--- config.mk ---
export PLATFORM = sky130hd
export DESIGN_NAME = cartridge_bank_mapper_with_scanline_irq
export DESIGN_NICKNAME = d
export VERILOG_FILES = /design/src/rtl/cbm_pkg.sv /design/src/rtl/cartridge_bank_mapper_with_scanline_irq.sv
export SDC_FILE = /design/constraint.sdc
export NUM_CORES = 1
export LEC_CHECK = 0
export BUFFER_PORTS_ARGS = -buffer_cell sky130_fd_sc_hd__buf_4
export CORE_MARGIN = 2
export CORE_UTILIZATION = 55
export DETAILED_ROUTE_END_ITERATION = 12
export GPL_ROUTABILITY_DRIVEN = 1
export PLACE_DENSITY = 0.76
export SYNTH_ARGS = -nofsm -noshare
export SYNTH_HDL_FRONTEND = slang
export SYNTH_SLANG_ARGS = --single-unit
--- constraint.sdc ---
create_clock -name clk -period 8.3 [get_ports clk]
set_input_delay 0.83 -clock clk [delete_from_list [all_inputs] [get_ports clk]]
set_output_delay 0.83 -clock clk [all_outputs]
set_load 0.1 [all_outputs]
--- src/rtl/cbm_pkg.sv ---
`timescale 1ns / 1ps
// ---------------------------------------------------------------------------
// cbm_pkg
// Decode codes, field widths and beat layouts for the cartridge bank mapper.
// ---------------------------------------------------------------------------
package cbm_pkg;

    localparam int IN_DATA_W  = 40;
    localparam int OUT_DATA_W = 104;

    localparam logic [15:0] ADDR_MASK     = 16'hF003;
    localparam logic [15:0] ADDR_SELECT   = 16'h8000;
    localparam logic [15:0] ADDR_DATA     = 16'h8001;
    localparam logic [15:0] ADDR_MIRROR   = 16'hA000;
    localparam logic [15:0] ADDR_LATCH    = 16'hC000;
    localparam logic [15:0] ADDR_RELOAD   = 16'hC001;
    localparam logic [15:0] ADDR_IRQ_OFF  = 16'hE000;
    localparam logic [15:0] ADDR_IRQ_ON   = 16'hE001;

    localparam logic       CMD_BUS_WRITE = 1'b0;
    localparam logic       CMD_TICK      = 1'b1;

    localparam logic [3:0] REG_PAT_PAIR0 = 4'h0;
    localparam logic [3:0] REG_PAT_PAIR1 = 4'h1;
    localparam logic [3:0] REG_PAT_2     = 4'h2;
    localparam logic [3:0] REG_PAT_3     = 4'h3;
    localparam logic [3:0] REG_PAT_4     = 4'h4;
    localparam logic [3:0] REG_PAT_5     = 4'h5;
    localparam logic [3:0] REG_PRG_6     = 4'h6;
    localparam logic [3:0] REG_PRG_7     = 4'h7;
    localparam logic [3:0] REG_PAT_8     = 4'h8;
    localparam logic [3:0] REG_PAT_9     = 4'h9;
    localparam logic [3:0] REG_PRG_F     = 4'hF;

    localparam logic [8:0] LAST_VISIBLE_LINE = 9'd239;
    localparam logic [7:0] LAST_BANK_RESET   = 8'hFF;

    typedef struct packed {
        logic              command;
        logic [15:0]       bus_address;
        logic [7:0]        bus_data;
        logic signed [9:0] scanline_number;
        logic              rendering_on;
    } in_item_t;

    typedef struct packed {
        logic [63:0] pattern_bank_map;
        logic [31:0] program_bank_map;
        logic        mirroring_horizontal;
        logic        irq_pulse;
    } out_item_t;

endpackage

--- src/rtl/cartridge_bank_mapper_with_scanline_irq.sv ---
`timescale 1ns / 1ps
// ---------------------------------------------------------------------------
// cartridge_bank_mapper_with_scanline_irq
// Bank-switching mapper with a scanline interrupt counter.
// ---------------------------------------------------------------------------
// Input channel (s_axis): one beat is a CPU bus write (tuser = 0) or a
// scanline tick (tuser = 1). Output channel (m_axis): one beat per input
// beat, carrying the pattern and program bank maps, the mirroring bit and
// the interrupt pulse, all as they stand after that input beat.
// Configuration: cfg_wr_en / cfg_wr_data write the fixed bank number of the
// top program slot; write it only while no beat is in flight.
// Pipeline: an accepted input beat is held in the input register, then its
// result is registered in the result register. Throughput: one beat per
// cycle while m_axis_tready is high, set by the single pass of decode and
// update logic between the two registers.
// Reset: all slots return to their power-up banks, the IRQ is disarmed,
// the top program bank reads 255 and both channels are empty.
// Stall: while m_axis_tready is low the result is held; one more input
// beat is taken into the input register, then s_axis_tready drops.
// ---------------------------------------------------------------------------
module cartridge_bank_mapper_with_scanline_irq (
    input  logic                              clk,
    input  logic                              rst_n,
    input  logic                              cfg_wr_en,
    input  logic [7:0]                        cfg_wr_data,
    input  logic                              s_axis_tvalid,
    output logic                              s_axis_tready,
    // [15:0] bus_address, [23:16] bus_data, [33:24] scanline_number,
    // [34] rendering_on, [39:35] zero
    input  logic [cbm_pkg::IN_DATA_W-1:0]     s_axis_tdata,
    // [0] command
    input  logic                              s_axis_tuser,
    output logic                              m_axis_tvalid,
    input  logic                              m_axis_tready,
    // [63:0] pattern_bank_map, [95:64] program_bank_map,
    // [96] mirroring_horizontal, [97] irq_pulse, [103:98] zero
    output logic [cbm_pkg::OUT_DATA_W-1:0]    m_axis_tdata
);
    import cbm_pkg::*;

    logic        in_valid_reg;
    in_item_t    in_item_reg;
    logic        out_valid_reg;
    out_item_t   out_item_reg;
    out_item_t   out_item_next;
    logic        advance;

    logic [7:0]  last_bank_reg;
    logic [3:0]  reg_index_reg,  reg_index_next;
    logic        prg_mode_reg,   prg_mode_next;
    logic        pat_inv_reg,    pat_inv_next;
    logic [7:0]  pat_slot_reg  [8];
    logic [7:0]  pat_slot_next [8];
    logic [7:0]  prg_slot_reg  [3];
    logic [7:0]  prg_slot_next [3];
    logic        mirror_reg,     mirror_next;
    logic [7:0]  reload_reg,     reload_next;
    logic [7:0]  count_reg,      count_next;
    logic        armed_reg,      armed_next;
    logic        pulse_next;

    logic [15:0] addr_dec;
    logic [7:0]  wr_data;
    logic [7:0]  wr_data_inc;
    logic [7:0]  count_dec;
    logic        line_visible;

    assign advance       = in_valid_reg && (!out_valid_reg || m_axis_tready);
    assign s_axis_tready = !in_valid_reg || advance;

    assign addr_dec     = in_item_reg.bus_address & ADDR_MASK;
    assign wr_data      = in_item_reg.bus_data;
    assign wr_data_inc  = wr_data + 8'd1;
    assign count_dec    = count_reg - 8'd1;
    assign line_visible = !in_item_reg.scanline_number[9]
                          && (in_item_reg.scanline_number[8:0] <= LAST_VISIBLE_LINE);

    always_comb
    begin
        reg_index_next = reg_index_reg;
        prg_mode_next  = prg_mode_reg;
        pat_inv_next   = pat_inv_reg;
        pat_slot_next  = pat_slot_reg;
        prg_slot_next  = prg_slot_reg;
        mirror_next    = mirror_reg;
        reload_next    = reload_reg;
        count_next     = count_reg;
        armed_next     = armed_reg;
        pulse_next     = 1'b0;

        if (in_item_reg.command == CMD_BUS_WRITE)
        begin
            case (addr_dec)
                ADDR_SELECT:
                begin
                    reg_index_next = wr_data[3:0];
                    prg_mode_next  = wr_data[6];
                    pat_inv_next   = wr_data[7];
                end
                ADDR_DATA:
                begin
                    case (reg_index_reg)
                        REG_PAT_PAIR0:
                        begin
                            pat_slot_next[{pat_inv_reg, 2'd0}] = wr_data;
                            pat_slot_next[{pat_inv_reg, 2'd1}] = wr_data_inc;
                        end
                        REG_PAT_PAIR1:
                        begin
                            pat_slot_next[{pat_inv_reg, 2'd2}] = wr_data;
                            pat_slot_next[{pat_inv_reg, 2'd3}] = wr_data_inc;
                        end
                        REG_PAT_2, REG_PAT_3, REG_PAT_4, REG_PAT_5:
                        begin
                            pat_slot_next[{!pat_inv_reg, 2'(reg_index_reg - REG_PAT_2)}]
                                = wr_data;
                        end
                        REG_PRG_6: prg_slot_next[prg_mode_reg ? 2'd1 : 2'd0] = wr_data;
                        REG_PRG_7: prg_slot_next[prg_mode_reg ? 2'd2 : 2'd1] = wr_data;
                        REG_PAT_8: pat_slot_next[{pat_inv_reg, 2'd1}] = wr_data;
                        REG_PAT_9: pat_slot_next[{pat_inv_reg, 2'd3}] = wr_data;
                        REG_PRG_F: prg_slot_next[prg_mode_reg ? 2'd0 : 2'd2] = wr_data;
                        default:   ;
                    endcase
                end
                ADDR_MIRROR:  mirror_next = wr_data[0];
                ADDR_LATCH:
                begin
                    reload_next = wr_data;
                    count_next  = wr_data;
                end
                ADDR_RELOAD:  count_next = reload_reg;
                ADDR_IRQ_OFF:
                begin
                    armed_next = 1'b0;
                    count_next = reload_reg;
                end
                ADDR_IRQ_ON:
                begin
                    armed_next = 1'b1;
                    count_next = reload_reg;
                end
                default: ;
            endcase
        end
        else if (armed_reg && line_visible && in_item_reg.rendering_on)
        begin
            if (count_dec == 8'd0)
            begin
                count_next = reload_reg;
                pulse_next = 1'b1;
            end
            else
            begin
                count_next = count_dec;
            end
        end
    end

    always_comb
    begin
        for (int i = 0; i < 8; i++)
        begin
            out_item_next.pattern_bank_map[i*8 +: 8] = pat_slot_next[i];
        end
        out_item_next.program_bank_map     = {last_bank_reg, prg_slot_next[2],
                                              prg_slot_next[1], prg_slot_next[0]};
        out_item_next.mirroring_horizontal = mirror_next;
        out_item_next.irq_pulse            = pulse_next;
    end

    always_ff @(posedge clk or negedge rst_n)
    begin
        if (!rst_n)
        begin
            last_bank_reg <= LAST_BANK_RESET;
            reg_index_reg <= 4'd0;
            prg_mode_reg  <= 1'b0;
            pat_inv_reg   <= 1'b0;
            for (int i = 0; i < 8; i++)
            begin
                pat_slot_reg[i] <= 8'(i);
            end
            for (int i = 0; i < 3; i++)
            begin
                prg_slot_reg[i] <= 8'd0;
            end
            mirror_reg    <= 1'b0;
            reload_reg    <= 8'd0;
            count_reg     <= 8'd0;
            armed_reg     <= 1'b0;
        end
        else
        begin
            if (cfg_wr_en)
            begin
                last_bank_reg <= cfg_wr_data;
            end
            if (advance)
            begin
                reg_index_reg <= reg_index_next;
                prg_mode_reg  <= prg_mode_next;
                pat_inv_reg   <= pat_inv_next;
                pat_slot_reg  <= pat_slot_next;
                prg_slot_reg  <= prg_slot_next;
                mirror_reg    <= mirror_next;
                reload_reg    <= reload_next;
                count_reg     <= count_next;
                armed_reg     <= armed_next;
            end
        end
    end

    always_ff @(posedge clk or negedge rst_n)
    begin
        if (!rst_n)
        begin
            in_valid_reg  <= 1'b0;
            out_valid_reg <= 1'b0;
        end
        else
        begin
            if (s_axis_tready)
            begin
                in_valid_reg <= s_axis_tvalid;
            end
            if (advance)
            begin
                out_valid_reg <= 1'b1;
            end
            else if (m_axis_tready)
            begin
                out_valid_reg <= 1'b0;
            end
        end
    end

    always_ff @(posedge clk)
    begin
        if (s_axis_tready && s_axis_tvalid)
        begin
            in_item_reg.command         <= s_axis_tuser;
            in_item_reg.bus_address     <= s_axis_tdata[15:0];
            in_item_reg.bus_data        <= s_axis_tdata[23:16];
            in_item_reg.scanline_number <= s_axis_tdata[33:24];
            in_item_reg.rendering_on    <= s_axis_tdata[34];
        end
        if (advance)
        begin
            out_item_reg <= out_item_next;
        end
    end

    assign m_axis_tvalid = out_valid_reg;
    assign m_axis_tdata  = {6'd0, out_item_reg.irq_pulse, out_item_reg.mirroring_horizontal,
                            out_item_reg.program_bank_map, out_item_reg.pattern_bank_map};

    a_bus_write_no_pulse: assert property (@(posedge clk) disable iff (!rst_n)
        advance && (in_item_reg.command == CMD_BUS_WRITE) |=> !out_item_reg.irq_pulse)
        else $error("irq pulse on a bus write");

    a_pulse_reloads: assert property (@(posedge clk) disable iff (!rst_n)
        advance && pulse_next |=> (count_reg == reload_reg))
        else $error("counter not reloaded after pulse");

    a_pulse_needs_arm: assert property (@(posedge clk) disable iff (!rst_n)
        pulse_next |-> armed_reg && in_item_reg.rendering_on && line_visible)
        else $error("pulse without counting tick");

    a_ready_when_empty: assert property (@(posedge clk) disable iff (!rst_n)
        !in_valid_reg |-> s_axis_tready)
        else $error("input stalled while input register empty");

    a_stall_holds: assert property (@(posedge clk) disable iff (!rst_n)
        out_valid_reg && !m_axis_tready |=> out_valid_reg && $stable(m_axis_tdata))
        else $error("result lost during stall");

endmodule

==> results of run 1 <==
-- routing by layer --
metal | wire [um] | up-vias
met5 | 0 | -
met4 | 1050 | 0
met3 | 2980 | 82
met2 | 14100 | 507
met1 | 12400 | 4600
li1 | - | 4254
-- per-stage QoR --
step	hold slack [ps]	power, uW	setup WS [ps]
detailed placement	471	1970	4890
global placement	462	1960	4940
global route	325	3130	4890
CTS	304	3040	5080
finish	304	3030	5080
floorplan	450	1840	3290
-- worst register-to-register path: cells and delay by family, from the launching register on --
family	cells	cell delay, ps
flip-flops	1	680
multiplexers	1	410
AND/OR/NAND/NOR	3	1890
-- cell families (layout without fill, tap and decap cells) --
kind of cell,Yosys count,in the layout,synth area share (%)
compound gates,316,316,17.5
simple gates,325,325,14.2
flops,242,242,55.9
mux,77,77,7.20
other cells,1,6,0.0314
xor+xnor,12,12,0.879
buf+inv,110,213,3.95
fa+ha+maj,4,4,0.398
-- worst min path at each step --
stage	start	end
floorplan	prg_slot_reg[1]	prg_slot_reg[1]
finish	rst_n	prg_slot_reg[0]
CTS	rst_n	prg_slot_reg[0]
global placement	pat_slot_reg[63]	pat_slot_reg[63]
detailed placement	reload_reg[1]	reload_reg[1]
global route	rst_n	prg_slot_reg[0]
-- cells in the final DEF (no fill, tap or decap), types with 14 or more instances in the layout --
master	instances
nor2_1	60
o21ai_0	112
nand2_1	103
nor3_1	20
nand3_1	32
buf_4	147
o31ai_1	15
inv_1	17
clkbuf_16	25
dfrtp_1	101
dfstp_2	20
a211oi_1	14
a21oi_1	47
edfxtp_1	120
mux2_2	72
a22o_1	34
-- cell type report --
cell class                 instances  area [um2]
timing repair buffer             147        1100
tap                              275         344
inverter                          20        77.6
fill                            1596        7340
clock buffer                      35         683
multi-input combinational        740        4820
sequential                       242        6680
clock inverter                    11        97.6
-- power breakdown --
group	leakage, uW	total [uW]	switching (uW)	internal [uW]
combinational	0.00231	572	446	126
clock	0.000372	1070	463	610
sequential	0.00276	1380	48.4	1340
==> flow_summary.json, run 1 <==
{
  "gp_congestion": 0.958,
  "ctsResizeCount": 0,
  "clkSinkCount": 242,
  "cp-start-kind": "flop",
  "ys_warn_count": 0,
  "p_per_area_nw_per_um2": 219,
  "worstReg2RegEnd": "m_axis_tdata[85]",
  "final_max_slew_viol_count": 0,
  "remaining_drc_errors": 0,
  "startpoint": "in_item_reg[35]",
  "synth_flop_cell": "edfxtp_1",
  "syn_area_per_cell_um2": 11.0,
  "synth_top_cell_area_share_pct": 30.1,
  "tightest_slew_ps": 1110,
  "use_met2_pct": 40.2,
  "ys_ff_latch": 242,
  "dpl.hpwl_um": 19500,
  "drive_gt1_share_pct": 25.5,
  "postCtsSetupRepairBufs": 0,
  "insertion_delay_ps": 530,
  "ir_drop_uv": 173,
  "viasPerCell": 6.42,
  "ios": 160,
  "placedCellCount": 1424,
  "port_buffers": 134,
  "drt-initial-drc-count": 980,
  "hold_class": "in2async",
  "cp_max_fo": 18,
  "worstSetupEndpoint": "m_axis_tdata[85]",
  "synth.area.top_cells": "edfxtp_1 (30%), dfrtp_1 (21%), mux2_2 (6.8%)",
  "max-slew-margin-rel_pct": 26.0,
  "synth_commonest_cells": "edfxtp_1 (120), o21ai_0 (112), nand2_1 (103), dfrtp_1 (102), mux2_2 (72)",
  "arrival_ps": 3500,
  "grt_max_degree": 83,
  "fmax_mhz": 310,
  "numCtsBuffers": 25,
  "cts.clk_slew.worst_paths_ps": 60,
  "area_growth_pct": 15.5,
  "cp-end-kind": "flop",
  "path_buf_inv": 0,
  "syn-cell-area_um2": 12000,
  "ant_nets": 0,
  "r2r_setup_slack_ps": 5080,
  "synth_edf_count": 120,
  "clockRootBuffer": "clkbuf_16",
  "holdBufCountCts": 0,
  "fp.dieH_um": 151,
  "drv_cap": 0,
  "fin_crit_ps": 3220,
  "layout.nets": 1233,
  "wirelength_um": 30500,
  "yosysTopAreaCell": "edfxtp_1",
  "start_util_pct": 56.5,
  "synth-async-reset-ratio_pct": 50.4,
  "firstDrtPassIters": 5,
  "worstPathRequired_ps": 8570,
  "insertedDiodeCount": 0,
  "setup_viol": 0,
  "final-hold-violation-count": 0,
  "critPathTopFamily": "simple AND/OR/NAND/NOR gates",
  "path_class": "reg2reg",
  "ys_seq_area_share_pct": 55.9,
  "wire_per_inst_um": 20.8,
  "met3_usage_pct": 4.85,
  "status": "complete, no violations",
  "utilization_pct": 65.3,
  "synth.most_common_cell": "edfxtp_1",
  "rsz0062_at_grt": "no",
  "core_um2": 21200,
  "path_depth": 4,
  "ctsLongestPathBuffers": 3,
  "tns_ps": 0,
  "htreeDepth": 1,
  "worstReg2RegStart": "in_item_reg[35]",
  "fin_cells": 1470,
  "largest_reg_flops": 98,
  "top_usage_layer": "met2",
  "p_leak_uw": 0.00544,
  "placed_cell_area_um2": 13000,
  "fin_skew_ps": 17.4,
  "grt_pass1_wl_um": 47200,
  "grt_usage_pct": 26.4,
  "cp_slowest_cell": "nor2_2",
  "final_area_um2": 13800,
  "ys_types": 87,
  "cp_slowest_stage_delay_ps": 720,
  "num_vias": 9443,
  "crit_chain": "or4b_4 -> nor2_2 -> nand2_1 -> mux2_2",
  "synth_cells": 1087,
  "grt-ovfl-total": 0,
  "rows": 53,
  "die_x_um": 151,
  "grt_util_met1_pct": 38.1,
  "antenna_found_initial": 0,
  "grt_pass1_vias": 8768,
  "period_share_pct": 38.8,
  "r2r_cells": 4,
  "tritoncts": "yes",
  "dieArea_um2": 22900
}
No activity file was read; power rests on OpenSTA's default activity.
==> inputs of run 2 (changes only) <==
Settings changed: ABC_AREA set to 1, CORE_UTILIZATION 55 to 53.
Clock period 8.3 ns to 2.6 ns, I/O delays scaled along.
==> run 2 against run 1 <==
Final cell count grew 36%; non-clock buffer count grew 60; utilization shrank 0.40 points; register-to-register slack lost 4900 ps; synthesized area grew 6.9%; worst hold slack lost 230 ps; die area grew 11%; clock-buffer cell count shrank 1; synthesized cell count grew 38%; largest cell class unchanged.
==> flow_summary.json, run 2 <==
{
  "synth_cells": 1497,
  "worstPathRequired_ps": 2880,
  "synth_flop_cell": "edfxtp_1",
  "status": "complete, no violations",
  "fin_cells": 1995,
  "final_area_um2": 15300,
  "firstDrtPassIters": 6,
  "ys_warn_count": 0,
  "numCtsBuffers": 25,
  "ys_types": 57,
  "grt_pass1_vias": 10500,
  "gp_congestion": 1.01,
  "dieArea_um2": 25400,
  "placedCellCount": 1915,
  "drive_gt1_share_pct": 19.3,
  "drt-initial-drc-count": 1065,
  "wire_per_inst_um": 17.4,
  "syn-cell-area_um2": 12800,
  "num-fill-cells": 1985,
  "remaining_drc_errors": 0,
  "antenna_found_initial": 0,
  "synth_top_cell_area_share_pct": 28.2,
  "placed_cell_area_um2": 14100,
  "insertedDiodeCount": 0,
  "cp-end-kind": "flop",
  "insertion_delay_ps": 530,
  "path_class": "reg2reg",
  "arrival_ps": 2710,
  "grt_pass1_wl_um": 55800,
  "synth.area.top_cells": "edfxtp_1 (28%), dfrtp_1 (20%), nand2_1 (14%)",
  "core_um2": 23600,
  "totalPowerFinal_uw": 15700,
  "hold_class": "in2reg",
  "final_common_cell": "nand2_1",
  "synth_commonest_cells": "nand2_1 (471), o21ai_0 (143), inv_1 (130), edfxtp_1 (120), dfrtp_1 (102)",
  "mostFrequentLayoutCells": "nand2_1 (471), buf_4 (171), o21ai_0 (143), inv_1 (129), edfxtp_1 (120)",
  "cp-start-kind": "flop",
  "final-hold-violation-count": 0,
  "yosysTopAreaCell": "edfxtp_1",
  "p_per_area_nw_per_um2": 1030,
  "fmax_mhz": 411,
  "synth-async-reset-ratio_pct": 50.4,
  "ios": 160,
  "max-slew-margin-rel_pct": 43.4,
  "cp_max_fo": 11,
  "rows": 56,
  "grt_max_degree": 140,
  "ctsLongestPathBuffers": 3,
  "ys_ff_latch": 242,
  "largest_reg_flops": 98,
  "clockRootBuffer": "clkbuf_16",
  "synth_edf_count": 120,
  "layout.nets": 1714,
  "port_buffers": 134,
  "htreeDepth": 1,
  "p_leak_uw": 0.00691,
  "final_max_slew_viol_count": 0,
  "fin_skew_ps": 15.0,
  "fp.dieH_um": 159,
  "synth.most_common_cell": "nand2_1",
  "ys_seq_area_share_pct": 52.2,
  "wirelength_um": 34700,
  "period_share_pct": 93.6,
  "tritoncts": "yes",
  "fin_crit_ps": 2430,
  "grt-ovfl-total": 0,
  "ir_drop_uv": 900,
  "rsz0062_at_grt": "no",
  "area_growth_pct": 19.8,
  "num_vias": 11200,
  "drv_cap": 0,
  "start_util_pct": 54.2,
  "die_x_um": 159,
  "setup_viol": 0,
  "ant_nets": 0,
  "tns_ps": 0,
  "grt_usage_pct": 27.2,
  "viasPerCell": 5.59,
  "cts.clk_slew.worst_paths_ps": 60,
  "clkSinkCount": 242,
  "syn_area_per_cell_um2": 8.54,
  "tightest_slew_ps": 849,
  "dpl.hpwl_um": 23600
}
## run 2: path summary, 6_finish.rpt
kind	startpoint	endpoint	slack, ps	depth (start not counted)
setup / recovery	addr_dec[14]	m_axis_tdata[55]	170	10
hold / removal	cfg_wr_en	last_bank_reg[1]	80	2
setup reg to reg	addr_dec[14]	m_axis_tdata[55]	170	10
hold reg to reg	pat_slot_reg[18]	pat_slot_reg[18]	480	2
max in group asynchronous	rst_n	prg_slot_reg[1]	1480	3
min in group asynchronous	rst_n	in_valid_reg	320	2
## run 2: cell type report
cell class                 count  area [um2]  area share (%)
sequential                   242        6680            43.6
clock inverter                12         150           0.980
timing repair buffer         207        1660            10.9
tap                          319         399            2.60
multi-input combinational   1038        5190            33.9
inverter                     143         548            3.58
clock buffer                  34         689            4.50
## run 2: layer usage
metal,global-route usage (%),routed length [um]
met1,39.6,14800
met4,7.44,862
met2,42.9,15700
met3,4.12,3340
met5,0,0
## run 2: power by group
group          switching (uW)  internal [uW]  total, uW
Clock                    1500           2160       3660
Combinational            4860           1510       6370
Sequential                462           5230       5690
Total                    6820           8900      15700
## run 2: timing repair
item | 4_1_cts | 5_1_grt
endpoints found under the hold margin | 61 | 0
resized for setup | 1 | 0
endpoints found under the setup margin | 1 | 0
setup buffers | 0 | 0
hold buffers | 34 | 0
## run 2: logic make-up (layout without fill, tap and decap cells)
| group | Yosys count | after routing | synth area share [%] |
|---|---|---|---|
| flops | 242 | 242 | 52.2 |
| other cells | 1 | 6 | 0.0293 |
| xor+xnor | 3 | 3 | 0.205 |
| compound gates | 351 | 351 | 16.6 |
| simple gates | 666 | 666 | 22.5 |
| fa+ha+maj | 3 | 3 | 0.294 |
| mux | 9 | 9 | 0.783 |
| buf+inv | 222 | 396 | 7.38 |
## run 2: per-stage QoR
stage	worst slack (ps)	util, %	hold slack (ps)
after global routing	6.52	64.9	66.8
after global placement	205	59.9	354
after detailed placement	75.8	59.9	364
final	166	64.9	75.9
after CTS	199	64.9	63.6
after floorplan	58.1	-	-35.6
## run 2: worst max-delay path: stages (launching register included)
cell	delay, ps
edfxtp_1	440
inv_1	80
nand2_1	140
nor2_1	290
nand2_1	220
nor2_8	340
nand2_4	100
nor2_4	160
nand2_2	100
a22oi_1	210
inv_1	90
